`src/hw/rtl/radix_ascii_digit_converter_unit_macros.svh`:
```
// Assertion macros shared by the radix converter RTL.
// Each macro expects signals named clk and rst in the enclosing module.
`ifndef RADIX_ASCII_DIGIT_CONVERTER_UNIT_MACROS_SVH
`define RADIX_ASCII_DIGIT_CONVERTER_UNIT_MACROS_SVH

// Same-cycle implication, disabled during reset.
`define RADC_ASSERT_IMP(label, ante, cons, msg) \
  label: assert property (@(posedge clk) disable iff (rst) (ante) |-> (cons)) \
    else $error(msg);

// Next-cycle implication, disabled during reset.
`define RADC_ASSERT_NXT(label, ante, cons, msg) \
  label: assert property (@(posedge clk) disable iff (rst) (ante) |=> (cons)) \
    else $error(msg);

`endif

```
`src/hw/rtl/radc_pkg.sv`:
```
// Package for the radix converter: beat types, character constants and the
// digit-to-ASCII mapping. No dependencies.
package radc_pkg;

  localparam int VALUE_BITS = 32;
  localparam int BASE_BITS  = 6;
  localparam int CHAR_BITS  = 7;

  localparam logic [CHAR_BITS-1:0] CHAR_ZERO      = 7'd48;
  localparam logic [CHAR_BITS-1:0] CHAR_A         = 7'd65;
  localparam logic [BASE_BITS-1:0] DECIMAL_DIGITS = 6'd10;
  localparam logic [BASE_BITS-1:0] BASE_MIN       = 6'd2;
  localparam logic [BASE_BITS-1:0] BASE_MAX       = 6'd36;

  typedef struct packed {
    logic [VALUE_BITS-1:0] value;
    logic [BASE_BITS-1:0]  base;
  } item_t;

  typedef struct packed {
    logic [CHAR_BITS-1:0] digit_char;
    logic [BASE_BITS-1:0] digit_value;
    logic                 last_digit;
  } digit_t;

  function automatic logic [CHAR_BITS-1:0] ascii_of(input logic [BASE_BITS-1:0] d);
    logic [BASE_BITS-1:0] letter;
    letter = d - DECIMAL_DIGITS;
    if (d < DECIMAL_DIGITS) begin
      return CHAR_ZERO + {1'b0, d};
    end
    return CHAR_A + {1'b0, letter};
  endfunction

endpackage

```
`src/hw/rtl/radix_ascii_digit_converter_unit.sv`:
```
// Radix converter top level: value and base in, ASCII digits out, most significant first.
// Each digit costs one pass of the one-bit-per-cycle divider, which pushes it onto a stack;
// the digits are then replayed from the stack through a read state and a load state.
// Reset is synchronous and active high; it empties the queue and returns the engine to idle.
// Depends on radc_pkg, radc_front, radc_queue and radc_back.
module radix_ascii_digit_converter_unit import radc_pkg::*; #(
  parameter int VALUE_WIDTH = 32
) (
  input  logic   clk,
  input  logic   rst,
  input  logic   item_valid,
  output logic   item_ready,
  input  item_t  item,
  output logic   digit_valid,
  input  logic   digit_ready,
  output digit_t digit
);

  logic  front_valid;
  logic  front_ready;
  item_t front_job;
  logic  job_valid;
  logic  job_ready;
  item_t job;

  radc_front #(
    .VALUE_WIDTH(VALUE_WIDTH)
  ) u_front (
    .clk       (clk),
    .rst       (rst),
    .item_valid(item_valid),
    .item_ready(item_ready),
    .item      (item),
    .job_valid (front_valid),
    .job_ready (front_ready),
    .job       (front_job)
  );

  radc_queue u_queue (
    .clk       (clk),
    .rst       (rst),
    .push_valid(front_valid),
    .push_ready(front_ready),
    .push_data (front_job),
    .pop_valid (job_valid),
    .pop_ready (job_ready),
    .pop_data  (job)
  );

  radc_back #(
    .VALUE_WIDTH(VALUE_WIDTH)
  ) u_back (
    .clk        (clk),
    .rst        (rst),
    .job_valid  (job_valid),
    .job_ready  (job_ready),
    .job        (job),
    .digit_valid(digit_valid),
    .digit_ready(digit_ready),
    .digit      (digit)
  );

endmodule

```
`src/hw/rtl/radc_ram.sv`:
```
// Generic single-port-write, single-port-read RAM with registered read data.
// No dependencies.
module radc_ram #(
  parameter int WIDTH = 6,
  parameter int DEPTH = 32
) (
  input  logic                     clk,
  input  logic                     we,
  input  logic [$clog2(DEPTH)-1:0] waddr,
  input  logic [WIDTH-1:0]         wdata,
  input  logic [$clog2(DEPTH)-1:0] raddr,
  output logic [WIDTH-1:0]         rdata
);

  logic [WIDTH-1:0] mem [DEPTH];

  always_ff @(posedge clk) begin
    if (we) begin
      mem[waddr] <= wdata;
    end
    rdata <= mem[raddr];
  end

endmodule

```
`src/hw/rtl/radc_front.sv`:
```
// Front end: accepts input beats, masks the value to its working width and
// clamps the base into range. Depends on radc_pkg.
module radc_front import radc_pkg::*; #(
  parameter int VALUE_WIDTH = 32
) (
  input  logic  clk,
  input  logic  rst,
  input  logic  item_valid,
  output logic  item_ready,
  input  item_t item,
  output logic  job_valid,
  input  logic  job_ready,
  output item_t job
);

  localparam int EW = (VALUE_WIDTH < VALUE_BITS) ? VALUE_WIDTH : VALUE_BITS;
  localparam logic [VALUE_BITS-1:0] VALUE_MASK = {VALUE_BITS{1'b1}} >> (VALUE_BITS - EW);

  logic                 valid;
  item_t                data;
  logic [BASE_BITS-1:0] base_sat;

  assign item_ready = !valid || job_ready;
  assign job_valid  = valid;
  assign job        = data;

  always_comb begin
    if (item.base < BASE_MIN) begin
      base_sat = BASE_MIN;
    end else if (item.base > BASE_MAX) begin
      base_sat = BASE_MAX;
    end else begin
      base_sat = item.base;
    end
  end

  always_ff @(posedge clk) begin
    if (rst) begin
      valid <= 1'b0;
    end else if (item_ready) begin
      valid <= item_valid;
    end
  end

  always_ff @(posedge clk) begin
    if (item_valid && item_ready) begin
      data.value <= item.value & VALUE_MASK;
      data.base  <= base_sat;
    end
  end

endmodule

```
`src/hw/rtl/radc_queue.sv`:
```
// Two-entry queue that decouples the front end from the conversion engine.
// Depends on radc_pkg.
module radc_queue import radc_pkg::*; (
  input  logic  clk,
  input  logic  rst,
  input  logic  push_valid,
  output logic  push_ready,
  input  item_t push_data,
  output logic  pop_valid,
  input  logic  pop_ready,
  output item_t pop_data
);

  item_t       entries [2];
  logic        wr_ptr;
  logic        rd_ptr;
  logic [1:0]  count;
  logic        push;
  logic        pop;

  assign push_ready = (count != 2'd2);
  assign pop_valid  = (count != 2'd0);
  assign pop_data   = entries[rd_ptr];
  assign push       = push_valid && push_ready;
  assign pop        = pop_valid && pop_ready;

  always_ff @(posedge clk) begin
    if (rst) begin
      wr_ptr <= 1'b0;
      rd_ptr <= 1'b0;
      count  <= 2'd0;
    end else begin
      if (push) begin
        wr_ptr <= !wr_ptr;
      end
      if (pop) begin
        rd_ptr <= !rd_ptr;
      end
      if (push && !pop) begin
        count <= count + 2'd1;
      end else if (pop && !push) begin
        count <= count - 2'd1;
      end
    end
  end

  always_ff @(posedge clk) begin
    if (push) begin
      entries[wr_ptr] <= push_data;
    end
  end

endmodule

```
`src/hw/rtl/radc_back.sv`:
```
// Conversion engine: bit-serial division by the base, a digit stack in RAM,
// and an output register that replays the stack most significant first.
// Depends on radc_pkg, radc_ram and the assertion macro header.
`include "radix_ascii_digit_converter_unit_macros.svh"

module radc_back import radc_pkg::*; #(
  parameter int VALUE_WIDTH = 32
) (
  input  logic   clk,
  input  logic   rst,
  input  logic   job_valid,
  output logic   job_ready,
  input  item_t  job,
  output logic   digit_valid,
  input  logic   digit_ready,
  output digit_t digit
);

  localparam int EW = (VALUE_WIDTH < VALUE_BITS) ? VALUE_WIDTH : VALUE_BITS;
  localparam int BW = $clog2(EW);
  localparam int AW = $clog2(VALUE_WIDTH);

  typedef enum logic [3:0] {
    S_IDLE   = 4'b0001,
    S_DIVIDE = 4'b0010,
    S_READ   = 4'b0100,
    S_LOAD   = 4'b1000
  } state_t;

  state_t               state;
  logic [EW-1:0]        dividend;
  logic [BASE_BITS-1:0] base_q;
  logic [BASE_BITS-1:0] rem;
  logic [BW-1:0]        bit_cnt;
  logic [AW-1:0]        dcount;
  logic [AW-1:0]        ptr;
  digit_t               digit_q;

  logic [BASE_BITS:0]   trial;
  logic                 fits;
  logic [BASE_BITS:0]   diff;
  logic [BASE_BITS-1:0] rem_step;
  logic [EW-1:0]        div_step;
  logic                 div_last;
  logic                 ram_we;
  logic [BASE_BITS-1:0] ram_rdata;
  logic                 load;

  assign trial    = {rem, dividend[EW-1]};
  assign fits     = trial >= {1'b0, base_q};
  assign diff     = trial - {1'b0, base_q};
  assign rem_step = fits ? diff[BASE_BITS-1:0] : trial[BASE_BITS-1:0];
  assign div_step = {dividend[EW-2:0], fits};
  assign div_last = (bit_cnt == BW'(EW - 1));
  assign ram_we   = (state == S_DIVIDE) && div_last;
  assign load     = (state == S_LOAD) && (!digit_valid || digit_ready);

  assign job_ready = (state == S_IDLE);
  assign digit     = digit_q;

  radc_ram #(
    .WIDTH(BASE_BITS),
    .DEPTH(VALUE_WIDTH)
  ) u_stack (
    .clk  (clk),
    .we   (ram_we),
    .waddr(dcount),
    .wdata(rem_step),
    .raddr(ptr),
    .rdata(ram_rdata)
  );

  always_ff @(posedge clk) begin
    if (rst) begin
      state <= S_IDLE;
    end else begin
      unique case (state)
        S_IDLE: begin
          if (job_valid) begin
            state <= S_DIVIDE;
          end
        end
        S_DIVIDE: begin
          if (div_last && (div_step == '0)) begin
            state <= S_READ;
          end
        end
        S_READ: begin
          state <= S_LOAD;
        end
        S_LOAD: begin
          if (load) begin
            state <= (ptr == '0) ? S_IDLE : S_READ;
          end
        end
        default: begin
          state <= S_IDLE;
        end
      endcase
    end
  end

  always_ff @(posedge clk) begin
    case (state)
      S_IDLE: begin
        if (job_valid) begin
          dividend <= job.value[EW-1:0];
          base_q   <= job.base;
          rem      <= '0;
          bit_cnt  <= '0;
          dcount   <= '0;
        end
      end
      S_DIVIDE: begin
        dividend <= div_step;
        if (div_last) begin
          rem     <= '0;
          bit_cnt <= '0;
          if (div_step == '0) begin
            ptr <= dcount;
          end else begin
            dcount <= dcount + AW'(1);
          end
        end else begin
          rem     <= rem_step;
          bit_cnt <= bit_cnt + BW'(1);
        end
      end
      S_LOAD: begin
        if (load && (ptr != '0)) begin
          ptr <= ptr - AW'(1);
        end
      end
      default: begin
      end
    endcase
  end

  always_ff @(posedge clk) begin
    if (rst) begin
      digit_valid <= 1'b0;
    end else if (load) begin
      digit_valid <= 1'b1;
    end else if (digit_ready) begin
      digit_valid <= 1'b0;
    end
  end

  always_ff @(posedge clk) begin
    if (load) begin
      digit_q.digit_char  <= ascii_of(ram_rdata);
      digit_q.digit_value <= ram_rdata;
      digit_q.last_digit  <= (ptr == '0);
    end
  end

  `RADC_ASSERT_IMP(a_rem_below_base, state == S_DIVIDE, rem < base_q, "Remainder reached the base.")
  `RADC_ASSERT_IMP(a_base_in_range, state != S_IDLE, (base_q >= BASE_MIN) && (base_q <= BASE_MAX), "Base out of range.")
  `RADC_ASSERT_NXT(a_last_ends_item, load && (ptr == '0), state == S_IDLE, "Item did not end after its last digit.")

endmodule
```
`config.mk`:
```
export PLATFORM = sky130hd
export DESIGN_NAME = radix_ascii_digit_converter_unit
export DESIGN_NICKNAME = d
export VERILOG_FILES = /design/src/hw/rtl/radc_pkg.sv /design/src/hw/rtl/radix_ascii_digit_converter_unit.sv /design/src/hw/rtl/radc_ram.sv /design/src/hw/rtl/radc_front.sv /design/src/hw/rtl/radc_queue.sv /design/src/hw/rtl/radc_back.sv
export VERILOG_INCLUDE_DIRS = /design/src /design/src/hw/rtl
export SDC_FILE = /design/constraint.sdc
export NUM_CORES = 1
export LEC_CHECK = 0
export BUFFER_PORTS_ARGS = -buffer_cell sky130_fd_sc_hd__buf_2
export CORE_MARGIN = 2
export CORE_UTILIZATION = 40
export DETAILED_ROUTE_END_ITERATION = 10
export GPL_TIMING_DRIVEN = 0
export HOLD_SLACK_MARGIN = 0.08
export MAX_ROUTING_LAYER = met4
export SYNTH_ARGS = -nofsm -noshare
export SYNTH_HDL_FRONTEND = slang
export SYNTH_SLANG_ARGS = --single-unit
```
`constraint.sdc`:
```
create_clock -name clk -period 8.2 [get_ports clk]
set_input_delay 0.82 -clock clk [delete_from_list [all_inputs] [get_ports clk]]
set_output_delay 0.82 -clock clk [all_outputs]
set_load 0.05 [all_outputs]
```
### After elaboration in Yosys (flattened, before gate mapping)

Memory sizes are Yosys's and may differ from the RTL's. A register that Yosys moved wholly into a read port is not among the register bits.
Cells that the tools add are included.

| storage, ports and cells | value |
|---|---|
| flip-flop bits (word level) | 121 |
| latch bits | 0 |
| RAM bits | 268 |
| bits in read-only memories | 0 |
| bits of input ports | 42 |
| output and inout bits | 16 |
| word-level logic and storage cells | 113 |
| memories kept | 2 |

Memories:

| name | words | bits a word | rd ports | clocked after memory_dff | wr ports | RTL line | RTL |
|---|---|---|---|---|---|---|---|
| u_back.u_stack.mem | 32 | 6 | 1 | 1 | 1 | radc_ram.sv:15 | `logic [WIDTH-1:0] mem [DEPTH];` |
| u_queue.entries | 2 | 38 | 1 | 1 | 1 | radc_queue.sv:14 | `item_t entries [2];` |

| cells by class | value |
|---|---|
| add/subtract/negate cells | 9 |
| $mul | 0 |
| div/mod/pow operators | 0 |
| order comparisons | 4 |
| eq/ne operators | 13 |
| shifts and indexed selects | 0 |
| mux-type cells | 36 |
| bitwise logic cells | 0 |
| reductions and logical operators | 31 |

Operators with widths:

| kind | count |
|---|---|
| case mux 32 bit (2 select lines) | 1 |
| two-way mux 5 bit | 7 |
| zero test 32 bit | 1 |
| two-way mux 32 bit | 1 |
| case mux 5 bit (2 select lines) | 3 |
| two-way mux 6 bit | 4 |
| case mux 4 bit (4 select lines) | 1 |
| two-way mux 7 bit | 2 |
| two-way mux 4 bit | 3 |
| case mux 6 bit (2 select lines) | 1 |
| adder 5 x 1 -> 5 bit, second input constant | 2 |
| two-way mux 1 bit | 10 |
| != test 2 bit, second input constant | 5 |
| nonzero test 2 bit | 5 |
| logical AND 1 bit | 9 |
| AND reduction 4 bit | 2 |
| adder 6 x 6 -> 7 bit, first input constant | 1 |
| adder 7 x 6 -> 7 bit, first input constant | 1 |
| >= comparator 7 x 6 -> 1 bit | 1 |
| > comparator 6 bit, second input constant | 1 |
| zero test 1 bit | 6 |
| < comparator 6 x 2 -> 1 bit, second input constant | 1 |
| < comparator 6 x 4 -> 1 bit, second input constant | 1 |
| != test 2 x 1 -> 1 bit, second input constant | 3 |
| 18 further kinds | 21 |

### Logic depth before layout (Yosys ltp)

| depth | value |
|---|---|
| depth in word-level cells | 6 |
| gate-level depth with buffers | 10 |
| depth with buffers taken out | 9 |

### Hierarchy

A second synthesis with hierarchy kept.

| unflattened totals | value |
|---|---|
| cell total of the unflattened synthesis | 893 |
| area, all modules | 15,827.7 um^2 |

By module, submodules not included:

| module | times used | cells each | area each (um^2) | seq. area each (um^2) |
|---|---|---|---|---|
| radc_ram | 1 | 323 | 7,589.8 | 5,885.6 |
| radc_back | 1 | 374 | 4,010.1 | 2,292.2 |
| radc_queue | 1 | 142 | 2,965.3 | 2,382.3 |
| radc_front | 1 | 54 | 1,262.5 | 1,161.1 |

### Worst setup path before layout

OpenSTA, ideal clock, no wires.

| path | value |
|---|---|
| path kind | flip-flop to flip-flop |
| from | reg u_back.rem[3] |
| to | mem u_back.u_stack.mem[0][5], data pin |
| setup time | 0.445 ns |
| data arrival time | 2.886 ns |
| required time | 7.755 ns |
| slack | 4.869 ns |
| cell stages (with the launch flop) | 8 |
| path buffers | 1 |
| period minus slack after synthesis | 3.331 ns |
| cells stage by stage | edfxtp_1 ha_1 a21o_1 a211o_1 a41oi_2 buf_6 nor4b_1 nor3_1 |

| on the way | value |
|---|---|
| cells in the longest elaborated chain, start to end | 2 |
| elaborated cells on any way between the ends | 3 |
| those cells by class | add/sub (1); order compare (1); mux (1) |

Ends and longest elaborated chain:

| element | RTL line | RTL |
|---|---|---|
| start: declaration | radc_back.sv:33 | `logic [BASE_BITS-1:0] rem;` |
| start signal: assignment | radc_back.sv:125 | `rem <= rem_step;` |
| subtractor 6 bit / >= comparator 7 x 6 -> 1 bit (equally long branches) | radc_back.sv:51, radc_back.sv:50 |  |
| two-way mux 6 bit (*) | radc_back.sv:52 | `assign rem_step = fits ? diff[BASE_BITS-1:0] : trial[BASE_BITS-1:0];` |
| via u_back.rem_step[5] | radc_back.sv:42 | `logic [BASE_BITS-1:0] rem_step;` |
| end: declaration | radc_ram.sv:15 |  |

The timed path passes the listed nets; every way through them passes the cells marked *.

### Worst setup path in the final report

| path | value |
|---|---|
| from | reg u_back.rem[3] |
| to | reg u_back.rem[3], data pin |

| on the way | value |
|---|---|
| cells in the longest elaborated chain, start to end | 4 |

Ends and longest elaborated chain:

| element | RTL line | RTL |
|---|---|---|
| >= comparator 7 x 6 -> 1 bit | radc_back.sv:50 | `assign fits = trial >= {1'b0, base_q};` |
| two-way mux 6 bit | radc_back.sv:52 |  |
| via u_back.rem_step[3] | radc_back.sv:42 |  |
| two-way mux 6 bit | radc_back.sv:116 | `if (div_last) begin` |
| case mux 6 bit (2 select lines) | radc_back.sv:104 | `case (state)` |

The timed path passes the listed nets, and every way through them passes these cells.
A chain may end at the register's enable or synchronous reset.

==> qor.csv <==
stage,metric,value,unit
outcome,outcome,"finished, final reports clean",
global_route,grt_pass1_vias,8172,
detailed_routing,avgViaCountPerCell,5.105,
yosys,ys_warn_count,0,
detailed_routing,via_count,8041,
pwr,irDropWorstVdd,330.6,uV
layout,area_delta_synth_final,14.86,%
layout,final_common_cell,edfxtp_1,
clock_network,cts_buffers,41,
worst_setup_path,cp-end-kind,flop,
detailed_routing,route.met3.wl,1.333,mm
worst_setup_path,startpoint,u_back.rem[3]$_SDFFCE_PN0P_,
sta,hold_viol_final,0,
worst_setup_path,cpPeakStageDelay,800,ps
worst_setup_path,critPathKind,reg -> reg,
sta,fmax,328.8,MHz
place,gp_congestion,0.8368,
global_route,grt_pass1_wl,46.04,mm
detailed_routing,first_iter_violations,557,
detailed_routing,wl_met2,14.31,mm
place,port_buffers,56,
floorplan,initial_utilization,40.69,%
sta,fin_crit,3041,ps
place,dp_slack,5076,ps
yosys,synth-edff-count,379,
worst_setup_path,worstPathArrival,3300,ps
floorplan,dieArea,41010,um2
global_route,antenna_found_initial,0,
clock_network,postCtsSetupBuffers,0,
worst_hold_path,min-delay-start,u_front.job[34]$_DFFE_PP_,
detailed_routing,drc_errors,0,
layout,final_area,18110,um2
sta,timing.hold.ws,442.5,ps
pwr,p_leak,5.952,nW
global_route,grt_max_degree,40,
clock_network,clock-sinks,396,
layout,drive_gt1_share,19.30,%
floorplan,fp.dieW,202.5,um
yosys,ys_ff_latch,396,
floorplan,io_pins,58,
worst_setup_path,slowest_stage,mux2_1,
yosys,synth_top_cell_by_area,edfxtp_1,
layout,finalNetCount,1088,
sta,setup_viol,0,
worst_setup_path,r2r_cells,7,
job,maxCapViolCount,0,
worst_setup_path,cp_max_fo,33,
yosys,yosys-top-cells-area,"edfxtp_1 72%, mux4_2 6.0%, mux2i_1 2.5%, dfxtp_1 2.2%, nor2_1 1.6%",
yosys,ys_types,59,
layout,final_cell_mix,"379 x edfxtp_1, 68 x nor2_1, 63 x buf_2, 58 x nand2_1, 47 x o21ai_0",
yosys,syn-num-nets,984,
clock_network,cts_htree_levels,2,
worst_hold_path,min_path_cells,0,
global_route,overflow,0,
yosys,synth_top_area_share,72.20,%
worst_setup_path,critPathLaunchType,flop,
worst_setup_path,required,8460,ps
sta,slew_violations,0,
detailed_routing,detail-route-antenna-nets,0,
pwr,post-layout-total-power,5.922,mW
global_route,track_usage,14.95,%
clock_network,clock_tree.root_cell,clkbuf_16,
sta,fin_crit_sh,37.09,%
worst_setup_path,r2r_start,u_back.rem[3]$_SDFFCE_PN0P_,
layout,antenna_cells,0,
yosys,ys_async_sr_fraction,0,%
sta,setup_tns,0,ps
place,placed_area,16790,um2
detailed_routing,firstDrtPassIters,5,
clock_network,cts.clk_slew.worst_paths,60,ps
yosys,syn_avg_cell_area,17.08,um2
pwr,powerDensity,327.1,nW/um2
sta,setup_ws,5159,ps
clock_network,clock_latency,530,ps
worst_hold_path,worst_hold_path_type,reg -> reg,
detailed_routing,wl_per_cell,18.68,um
floorplan,fp.coreArea,38740,um2
detailed_routing,top_layer,met4,
detailed_routing,met1_length,12.89,mm
clock_network,holdBufCountCts,0,
sta,finClkSkew,16.59,ps
floorplan,row_count,72,
yosys,netlist_instances,923,
floorplan,die_y,202.5,um
worst_setup_path,worstPathCellList,ha_1 > a21o_1 > a211o_1 > a41oi_2 > buf_6 > mux2_1 > nor2b_1,
clock_network,clock_path_buffers,3,
detailed_routing,routed_wl,29.42,mm
clock_network,cts_resized,0,
sta,tightestPinTransition,1178,ps
yosys,synthFlopType,edfxtp_1,
yosys,synth.yosys.seq_area_share,74.36,%
place,dp_hpwl,19.44,mm
sta,rsz0062_at_grt,no,
clock_network,cts_tree,yes,
sta,relSlewSlack,21.49,%
yosys,syn_area,15760,um2
Yosys cell counts, types with 4 or more instances:
| library cell | count |
|---|---|
| edfxtp_1 | 379 |
| nor2_1 | 69 |
| nand2_1 | 59 |
| o21ai_0 | 47 |
| mux4_2 | 42 |
| mux2i_1 | 39 |
| clkbuf_1 | 26 |
| inv_1 | 24 |
| ha_1 | 18 |
| a21oi_1 | 17 |
| dfxtp_1 | 17 |
| mux2_2 | 13 |
| nor2b_1 | 13 |
| xnor2_1 | 12 |
| nand2b_1 | 11 |
| xor2_1 | 10 |
| nor4_1 | 9 |
| buf_2 | 7 |
| a221oi_1 | 6 |
| a22o_1 | 6 |
| nand3_1 | 6 |
| o211ai_1 | 6 |
| and2_1 | 5 |
| nand3_2 | 5 |
| a211o_1 | 4 |
| a2bb2oi_1 | 4 |
| buf_4 | 4 |
| nand3b_1 | 4 |
where the power goes:
group          internal (mW)  switching [mW]  leakage (nW)
Clock                   1.09           0.736         0.634
Combinational          0.299           0.807          1.70
Sequential              2.90          0.0906          3.62
Total                   4.29            1.63          5.95
registers in the layout (all words and copies together), names as in the netlist, named ones only:
signal	cells
u_queue.entries	76
u_back.state	4
u_back.base_q	6
u_back.u_stack.rdata	6
u_queue.rd_ptr	1
u_back.ptr	5
u_queue.wr_ptr	1
u_back.digit	14
u_back.u_stack.mem	192
u_back.dcount	5
u_back.digit_valid	1
u_queue.count	2
u_front.job_valid	1
u_back.rem	6
u_back.bit_cnt	5
u_front.job	38
u_back.dividend	32
worst paths after layout:
| path | endpoint | slack (ps) |
|---|---|---|
| worst min register to register | u_queue.entries[0][34]$_DFFE_PP_ | 440 |
| worst max register to register | u_back.rem[3]$_SDFFCE_PN0P_ | 5160 |
| worst min-delay path | u_queue.entries[0][34]$_DFFE_PP_ | 440 |
| worst max-delay path | u_back.rem[3]$_SDFFCE_PN0P_ | 5160 |
cells by family after synthesis:
| kind of cell | share of synthesized area (%) |
|---|---|
| AOI/OAI and AO/OA | 5.040 |
| xor gates and xnor gates | 1.222 |
| adders and majority gates | 1.619 |
| buffers and inverters | 1.897 |
| DFF | 74.36 |
| muxes | 9.620 |
| and+or+nand+nor | 6.247 |
worst max-delay path, delay by kind of cell, from the launching register on:
kind | cells | cell delay [ps]
DFF | 1 | 400
AOI/OAI and AO/OA | 3 | 700
adders and majority gates | 1 | 370
muxes | 1 | 800
and+or+nand+nor | 1 | 330
buffers and inverters | 1 | 180
routing by layer:
layer / GRT usage (%) / vias to the layer above
met5: - / -
met4: 5.266 / 0
met3: 2.568 / 64
met2: 23.98 / 188
met1: 19.33 / 3999
li1: - / 3790
cell type report:
cell class	count	area [um2]
repair buffers	61	362.8
inverters	24	90.09
fillers	3350	20630
well taps	518	648.1
multi-input cells	460	3761
plain buffers	43	209.0
clock inverters	14	177.7
flip-flops and latches	396	11720
clock buffers	59	1136
through the flow:
| step | instances | util, % |
|---|---|---|
| 5_1_grt | 1575 | 46.74 |
| 2_1_floorplan | 923 | - |
| 3_5_place_dp | 1502 | 43.35 |
| 4_1_cts | 1575 | 46.74 |
| 3_3_place_gp | 1497 | 43.09 |
| 6_report | 1575 | 46.74 |
Power figures use the tool's default switching activity.
